File: src/hw/rtl/btpf_ram.sv
`timescale 1ns / 1ps
// ----------------------------------------------------------------------------
// btpf_ram: simple dual-port RAM
// One write port, one read port with registered read data.
// ----------------------------------------------------------------------------
module btpf_ram #(
	parameter int WIDTH = 8,
	parameter int DEPTH = 64
) (
	input  logic                     clk,
	input  logic                     we,
	input  logic [$clog2(DEPTH)-1:0] waddr,
	input  logic [WIDTH-1:0]         wdata,
	input  logic                     re,
	input  logic [$clog2(DEPTH)-1:0] raddr,
	output logic [WIDTH-1:0]         rdata
);

	logic [WIDTH-1:0] mem_q [DEPTH];

	always_ff @(posedge clk) begin
		if (we) begin
			mem_q[waddr] <= wdata;
		end
		if (re) begin
			rdata <= mem_q[raddr];
		end
	end

endmodule

File: config.mk
export PLATFORM = sky130hd
export DESIGN_NAME = btpf_ram
export DESIGN_NICKNAME = d
export VERILOG_FILES = /design/src/hw/rtl/btpf_ram.sv
export SDC_FILE = /design/constraint.sdc
export NUM_CORES = 1
export LEC_CHECK = 0
export BUFFER_PORTS_ARGS = -buffer_cell sky130_fd_sc_hd__buf_2
export CORE_ASPECT_RATIO = 0.7
export CORE_MARGIN = 1.5
export CORE_UTILIZATION = 45
export DETAILED_ROUTE_END_ITERATION = 10
export GPL_TIMING_DRIVEN = 0
export SYNTH_ARGS = -nofsm -noshare
export SYNTH_HDL_FRONTEND = slang
export SYNTH_SLANG_ARGS = --single-unit
File: constraint.sdc
create_clock -name clk -period 5.2 [get_ports clk]
set_input_delay 1.04 -clock clk [delete_from_list [all_inputs] [get_ports clk]]
set_output_delay 1.04 -clock clk [all_outputs]
set_load 0.02 [all_outputs]
==> results of run 1 <==
-- path summary, 6_finish.rpt --
check                                            from                 end  slack (ps)  cells past startpoint
worst max register to register  mem_q[3][3]$_DFFE_PP_  rdata[3]$_DFFE_PP_        2720                      4
worst min register to register  mem_q[6][7]$_DFFE_PP_  rdata[7]$_DFFE_PP_         990                      4
worst min-delay path                               re  rdata[0]$_DFFE_PP_         860                      1
worst max-delay path                         raddr[1]  rdata[4]$_DFFE_PP_        1690                      8
-- per-layer routing --
layer	vias up	track usage [%]	routed length (µm)
li1	4084	-	-
met1	5238	34.03	22290
met2	440	29.57	20780
met3	73	5.429	4545
met4	0	5.176	1015
met5	-	0	0
-- kinds of logic (layout without fill, tap and decap cells) --
group / count (synthesis) / in the layout / synth area share, %
flip-flops: 520 / 520 / 77.12
multiplexers: 162 / 162 / 15.88
AND/OR/NAND/NOR: 153 / 153 / 3.374
AO/OA/AOI/OAI: 54 / 54 / 2.064
buffers and inverters: 51 / 157 / 1.563
-- power groups by stage --
stage          combinational, W  sequential, W  clock [W]
2_1_floorplan          0.000247        0.00475          0
3_3_place_gp           0.000459        0.00475          0
3_5_place_dp           0.000464        0.00475          0
4_1_cts                0.000465        0.00466    0.00344
5_1_grt                0.000494        0.00466    0.00359
6_report               0.000465        0.00466    0.00339
-- per-stage QoR --
stage	area [µm²]	std cells
6_report	22590	1640
5_1_grt	22590	1640
4_1_cts	22580	1640
3_5_place_dp	21100	1556
3_3_place_gp	21100	1556
2_1_floorplan	20250	940
-- registers in the layout (all words and copies together), names as in the netlist --
signal,cells
rdata,8
mem_q,512
-- final cells by class --
| type | count | area share [%] |
|---|---|---|
| repair buffers | 22 | 0.4875 |
| well taps | 594 | 3.290 |
| flip-flops and latches | 520 | 69.13 |
| plain buffers | 51 | 1.402 |
| clock buffers | 62 | 5.833 |
| multi-input cells | 369 | 19.15 |
| clock inverters | 22 | 0.7035 |
-- Yosys cell counts (all sizes together) --
cell type,count
nand2,19
o2bb2ai,3
a31oi,1
and2,1
o32ai,2
o22ai,8
o21a,2
o221ai,8
o311ai,1
mux4,126
o221a,2
a211oi,4
nand2b,7
nor2,83
nand4,2
nor3,7
nor2b,14
a21oi,3
a2111oi,2
nand4b,1
a22oi,3
o21ai,4
mux2,13
o2111ai,3
a221oi,6
o41ai,2
mux2i,23
nand3b,3
or3,1
nand3,13
nor4,2
buf,34
edfxtp,520
clkbuf,17
==> qor.txt, run 1 <==
Crit path max-delay family = buffers and inverters
Cell variety after synth = 39
RSZ-0062 raised after global routing = no
area of the multi-input gates = 0.004325 mm²
total die area = 0.04630 mm²
sw frac = 21.34%
initial core utilization = 45.97%
PD cells = 376.8 mW/mm²
Root Buffer = clkbuf_16
yosys warns = 0
Via Count = 9835
final wirelength = 48630 µm
routability cong. = 0.8646
die height = 180.5 µm
ANT cells = 0
Reg area = 0.01562 mm²
CTS Sinks = 520
Starting DRT DRC Count = 1206
number of max-cap violations = 0
Critical Path End Type = flop
Net Sw Power = 0.001816 W
H-tree depth = 2
Setup TNS = 0 ps
Hold Violations, Final = 0
DR vias/cell = 5.997
minimum clock period = 3509 ps
hold_buf cts = 0
DIE WIDTH = 256.5 µm
Worst Tran Pin Value = 1275 ps
post-CTS sizing = 0
critical-path cell list = buf_4 -> buf_2 -> buf_1 -> mux4_2 -> mux2i_1 -> nand3_1 -> nand3_1 -> o32ai_1
Post-CTS Repair Setup Buffers = 0
Slowest cell on crit path = buf_1
Final Max Slew Viols = 0
Yosys reg bits = 520
First-pass DRT Iterations = 5
period utilization = 67.48%
DRC = 0
sequential power share = 54.7%
Final ANT Viol Nets = 0
drt wl/cell = 29.65 µm
cell mode on critical path = nand3_1
Min Hold Slack = 860.1 ps
Core Area = 0.04404 mm²
Slew headroom = 14.99%
GRT Residual Overflow = 0
Port Buffer Count = 22
sequential share of the synthesized area = 77.12%
max incr delay on CP = 900 ps
top cells by area, synth = edfxtp_1 77%, mux4_2 14%, nor2_1 1.5%
Worst-Skew Late Latency = 580 ps
final layout net count = 1036
Top Ports = 31
total CTS buffers = 49
hpwl dp = 31080 µm
class of the worst hold path = in -> reg
syn_nets = 963
skew final = 15.93 ps
leading cell type in the layout, fill and taps excluded = edfxtp_1
Clock transition at path regs = 60 ps
Cell Rows = 64
Design Power = 0.008511 W
number of fill cells = 3512
outcome = finished clean
Worst Path Required = 5490 ps
proportion of power drawn by combinational gates = 5.5%
Final WS setup = 1691 ps
Cell Area, Synth = 0.02025 mm²
Setup CP Type = in -> reg
WP data arrival = 3800 ps
layout overhead on the synthesized area = 11.56%
post-layout util = 51.28%
Internal = 0.006695 W
Critical path buffers and inverters = 3
fraction of final layout cells sized beyond drive strength 1 = 24.57%
post-synth top area cell = edfxtp_1
Avg Inst Size Synth = 21.54 µm²
top cell type's share of synthesized area = 77.12%
Max clock buf depth = 3
TritonCTS clock tree = done
Finish-stage setup viols = 0
fmax = 0.2850 GHz
most frequent cells in the layout = 520 x edfxtp_1, 126 x mux4_2, 83 x nor2_1
Leakage = 6.941 nW
initial antenna violation count = 0
largest net degree at the start of global routing = 65
first-pass GRT wire length = 69700 µm
All-Layer GR Usage = 21.43%
worst-path fanout max = 10
startpoint types = primary input
Setup Slack @ Placement = 1152 ps
Max rail drop VDD = 0.2749 mV
Clk pwr share = 39.8%
vias in the first global route = 9571
Mapped Cells = 940
(Power assumes the default switching activity.)
==> inputs of run 2 (changes only) <==
--- a/config.mk
+++ b/config.mk
@@ -5,6 +5,7 @@
 export SDC_FILE = /design/constraint.sdc
 export NUM_CORES = 1
 export LEC_CHECK = 0
+export ABC_AREA = 1
 export BUFFER_PORTS_ARGS = -buffer_cell sky130_fd_sc_hd__buf_2
 export CORE_ASPECT_RATIO = 0.7
 export CORE_MARGIN = 1.5
==> constraint.sdc (replaced) <==
create_clock -name clk -period 3.43 [get_ports clk]
set_input_delay 0.686 -clock clk [delete_from_list [all_inputs] [get_ports clk]]
set_output_delay 0.686 -clock clk [all_outputs]
set_load 0.02 [all_outputs]
==> qor.txt, run 2 <==
number of max-cap violations = 0 (unchanged)
Placed Cells = 2447 (+57%)
All-Layer GR Usage = 26.84% (+5.4 points)
GRT Residual Overflow = 0 (unchanged)
syn_nets = 1828 (+90%)
Hold Violations, Final = 0 (unchanged)
startpoint types = primary input
DR vias/cell = 5.757 (-4.0%)
outcome = finished clean
Design Area, Final = 0.02403 mm² (+6.4%)
skew final = 20.80 ps (+4.871 ps)
post-CTS sizing = 0 (unchanged)
Clock transition at path regs = 60 ps (about the same)
placed cell area = 0.02241 mm² (+6.2%)
Max clock buf depth = 3 (unchanged)
number of fill cells = 4075 (+16%)
period utilization = 83.64%
top cells by area, synth = edfxtp_1 73%, nand2_1 11%, nand3_1 10%
die height = 185.5 µm (+2.8%)
yosys warns = 0 (unchanged)
vias in the first global route = 12890 (+35%)
sequential share of the synthesized area = 72.90% (-4.2 points)
Setup CP Type = in -> reg
final layout net count = 1909 (+84%)
Finish-stage setup viols = 0 (unchanged)
Root Buffer = clkbuf_16
Worst Path Required = 3620 ps (-1870 ps)
minimum clock period = 2869 ps
hold path depth = 1 (unchanged)
Largest regs = mem_q: 512 flops, rdata: 8 flops
hold_buf cts = 0 (unchanged)
Min Hold Slack = 519.4 ps (-340.8 ps)
ANT cells = 0 (unchanged)
number of flip-flops in the largest register = 512 (unchanged)
Cell Area, Synth = 0.02142 mm² (+5.8%)
worst-path fanout max = 9 (-1)
share of flip-flops with an asynchronous set or reset = 0% (unchanged)
Setup TNS = 0 ps (unchanged)
leading cell type in the layout, fill and taps excluded = nand2_1
class of the worst hold path = in -> reg
drt wl/cell = 25.75 µm (-13%)
Port Buffer Count = 22 (unchanged)
fin cells = 2537 (+55%)
RSZ-0062 raised after global routing = no
Max rail drop VDD = 0.4549 mV (+65%)
CTS Sinks = 520 (unchanged)
DIE WIDTH = 263.8 µm (+2.8%)
Worst Tran Pin Value = 1470 ps (+194.4 ps)
Post-CTS Repair Setup Buffers = 0 (unchanged)
routability cong. = 0.9663 (+12%)
Via Count = 14610 (+49%)
Final Max Slew Viols = 0 (unchanged)
layout overhead on the synthesized area = 12.20%
top cells by count, synth = 648 x nand2_1, 520 x edfxtp_1, 439 x nand3_1
Top Ports = 31 (unchanged)
Slew headroom = 2.033% (-13 points)
Cell variety after synth = 15 (-62%)
Starting DRT DRC Count = 2180 (+81%)
top_reg_cell synth = edfxtp_1
Avg Inst Size Synth = 11.87 µm² (-45%)
post-synth top area cell = edfxtp_1
Worst Reg-to-Reg Cells = 8 (+4)
Worst-Skew Late Latency = 580 ps (about the same)
number of synthesized flops with an enable pin = 520 (unchanged)
hpwl dp = 43860 µm (+41%)
Critical Path End Type = flop
total CTS buffers = 49 (unchanged)
initial core utilization = 45.83% (-0.14 points)
WP data arrival = 3050 ps (-750 ps)
Most flops, register = mem_q
fmax = 0.3486 GHz
most frequent cells in the layout = 648 x nand2_1, 520 x edfxtp_1, 439 x nand3_1
final wirelength = 65320 µm (+34%)
H-tree depth = 2 (unchanged)
TritonCTS clock tree = done
top cell type's share of synthesized area = 72.90% (-4.2 points)
First-pass DRT Iterations = 7 (+2)
first-pass GRT wire length = 92820 µm (+33%)
Cell Rows = 66 (+3.1%)
PD cells = 565.5 mW/mm² (+50%)
Final ANT Viol Nets = 0 (unchanged)
DRC = 0 (unchanged)
Mapped Cells = 1805 (+92%)
Yosys reg bits = 520 (unchanged)
Core Area = 0.04674 mm² (+6.1%)
total die area = 0.04894 mm² (+5.7%)
top-count cell post-synth = nand2_1
fraction of final layout cells sized beyond drive strength 1 = 10.29% (-14 points)
largest net degree at the start of global routing = 65 (unchanged)
Leakage = 8.649 nW (+25%)
initial antenna violation count = 1 (+1)
==> run 2: power breakdown <==
group	leakage (nW)	switching, W	internal, W
sequential	4.69	0.0000114	0.00705
clock	0.780	0.00237	0.00318
combinational	3.18	0.000746	0.000238
==> run 2: worst paths after layout <==
check / slack, ps / to / startpoint
hold / removal: 520 / rdata[6]$_DFFE_PP_ / re
setup reg to reg: 1770 / rdata[1]$_DFFE_PP_ / mem_q[55][1]$_DFFE_PP_
setup / recovery: 560 / mem_q[2][3]$_DFFE_PP_ / waddr[0]
hold reg to reg: 1010 / rdata[7]$_DFFE_PP_ / mem_q[36][7]$_DFFE_PP_
==> run 2: area by class of cell <==
| cell class | count | area (µm²) | share of cell area (%) |
|---|---|---|---|
| sequential | 520 | 15620 | 64.98 |
| multi-input combinational | 1160 | 4996 | 20.79 |
| clock buffer | 63 | 1321 | 5.498 |
| buffer | 113 | 808.3 | 3.363 |
| tap | 612 | 765.7 | 3.186 |
| clock inverter | 27 | 290.3 | 1.208 |
| timing repair buffer | 30 | 185.2 | 0.7706 |
| inverter | 12 | 50.05 | 0.2083 |
==> run 2: metal layers <==
layer / vias up / global-route usage, % / wire [µm]
met4: 2 / 4.851 / 1033
li1: 6537 / - / -
met1: 7175 / 44.02 / 30600
met5: - / 0 / 9
met2: 804 / 36.18 / 25840
met3: 88 / 5.861 / 7837
==> run 2: per-stage QoR <==
step	utilization (%)	total power, W	setup WS [ps]
after floorplan	-	0.007699	977.9
after global placement	47.70	0.008142	127.8
after detailed placement	47.95	0.008155	75.78
after CTS	51.40	0.01357	668.3
after global routing	51.42	0.01391	541.7
final	51.42	0.01359	561.1
==> run 2: worst max-delay path, cell delays in order <==
cell and delay [ps]:
clkbuf_1 210, inv_1 310, nand4_1 610, nor2_1 1220
==> run 2: kinds of logic after synthesis <==
| family | share of synthesized area [%] |
|---|---|
| simple gates | 23.09 |
| flops | 72.90 |
| buf+inv | 4.007 |
==> inputs of run 3 (changes only) <==
==> constraint.sdc (replaced) <==
create_clock -name clk -period 2.6 [get_ports clk]
set_input_delay 0.52 -clock clk [delete_from_list [all_inputs] [get_ports clk]]
set_output_delay 0.52 -clock clk [all_outputs]
set_load 0.02 [all_outputs]
==> qor.txt, run 3 (synthesized netlist as in run 2, its figures left out) <==
Finish-stage setup viols = 0 (unchanged)
CTS Sinks = 520 (unchanged)
RSZ-0062 raised after global routing = no
Hold Violations, Final = 0 (unchanged)
Largest regs = mem_q: 512 flops, rdata: 8 flops
DRC = 0 (unchanged)
initial core utilization = 45.83% (unchanged)
final wirelength = 65260 µm (about the same)
period utilization = 99.66%
DIE WIDTH = 263.8 µm (unchanged)
most frequent cells in the layout = 648 x nand2_1, 520 x edfxtp_1, 439 x nand3_1
Design Power = 0.01793 W (+32%)
largest net degree at the start of global routing = 65 (unchanged)
First-pass DRT Iterations = 5 (-2)
crit path launch = waddr[1]
drt wl/cell = 25.72 µm (about the same)
TritonCTS clock tree = done
Starting DRT DRC Count = 2302 (+5.6%)
PD cells = 745.7 mW/mm² (+32%)
class of the worst hold path = in -> reg
Final Max Slew Viols = 0 (unchanged)
Max rail drop VDD = 0.5995 mV (+32%)
Root Buffer = clkbuf_16
GRT Residual Overflow = 0 (unchanged)
Cell Rows = 66 (unchanged)
worst-path fanout max = 9 (unchanged)
Worst Path Required = 2800 ps (-820 ps)
fmax = 0.3859 GHz
outcome = finished clean
Clock transition at path regs = 60 ps (about the same)
DR vias/cell = 5.792 (+0.61%)
fin cells = 2537 (unchanged)
number of max-cap violations = 0 (unchanged)
Placed Cells = 2447 (unchanged)
first-pass GRT wire length = 92820 µm (unchanged)
Leakage = 8.649 nW (about the same)
vias in the first global route = 12890 (unchanged)
Slew headroom = 3.585% (+1.6 points)
skew final = 17.46 ps (-3.334 ps)
total die area = 0.04894 mm² (unchanged)
Worst-Skew Late Latency = 580 ps (about the same)
Final ANT Viol Nets = 0 (unchanged)
WP data arrival = 2790 ps (-260 ps)
minimum clock period = 2591 ps
Top Ports = 31 (unchanged)
hpwl dp = 43860 µm (unchanged)
H-tree depth = 2 (unchanged)
HP Start = re
Core Area = 0.04674 mm² (unchanged)
FF-to-FF Start = mem_q[55][1]$_DFFE_PP_
final layout net count = 1909 (unchanged)
ANT cells = 0 (unchanged)
fraction of final layout cells sized beyond drive strength 1 = 10.44% (+0.16 points)
All-Layer GR Usage = 26.84% (unchanged)
Most flops, register = mem_q
Port Buffer Count = 22 (unchanged)
Via Count = 14700 (+0.61%)
routability cong. = 0.9663 (unchanged)
layout overhead on the synthesized area = 12.23% (about the same)
Worst Tran Pin Value = 1446 ps (-23.29 ps)
Max clock buf depth = 3 (unchanged)
Critical Path End Type = flop
die height = 185.5 µm (unchanged)
leading cell type in the layout, fill and taps excluded = nand2_1
number of flip-flops in the largest register = 512 (unchanged)
Setup CP Type = in -> reg
initial antenna violation count = 1 (unchanged)
startpoint types = primary input
total CTS buffers = 49 (unchanged)
-- run 3: cell counts in the layout (fill, tap and decap cells not counted) --
No cell type changed its count.
-- run 3: what timing repair did --
item,in CTS,in global routing
buffers inserted,0,0
resized for setup,0,3
endpoints found under the hold margin,0,0
hold buffers,0,0
setup endpoints to repair,0,19
-- run 3: critical path: stages --
cell and delay, ps:
clkbuf_1 210, inv_1 320, nand4_1 700, nor2_1 1020
-- run 3: path summary, 6_finish.rpt --
| path | to | slack (ps) | cells after the start |
|---|---|---|---|
| hold / removal | rdata[7]$_DFFE_PP_ | 350 | 1 |
| hold reg to reg | rdata[7]$_DFFE_PP_ | 1000 | 8 |
| setup / recovery | mem_q[1][5]$_DFFE_PP_ | 9 | 4 |
| setup reg to reg | rdata[1]$_DFFE_PP_ | 930 | 8 |
-- run 3: final cells by class --
cell class,count,area (µm²)
fillers,4076,22700
flip-flops and latches,520,15620
multi-input cells,1160,5004
clock buffers,63,1321
plain buffers,113,808.3
well taps,612,765.7
clock inverters,27,290.3
repair buffers,30,185.2
inverters,12,50.05
-- run 3: stage by stage --
stage	hold WS [ps]	setup TNS (ps)	cell area (µm²)	setup WS [ps]	utilization, %
floorplan	618.9	0	21420	313.9	-
global placement	928.8	-77070	22300	-536.2	47.70
detailed placement	941.3	-121150	22410	-588.2	47.95
CTS	356.4	0	24020	4.251	51.40
global route	346.1	0	24040	23.09	51.43
finish	351.8	0	24040	8.876	51.43
-- run 3: routing by layer --
layer  track usage (%)  part of all wire, %
met4             4.851                  1.5
met3             5.861                   12
met1             44.02                   46
met2             36.18                   40
met5                 0                0.014
-- run 3: power by group --
part           total [W]  internal (W)  switching (W)
clock            0.00732       0.00419        0.00313
combinational    0.00130      0.000314       0.000986
sequential       0.00931       0.00930      0.0000151
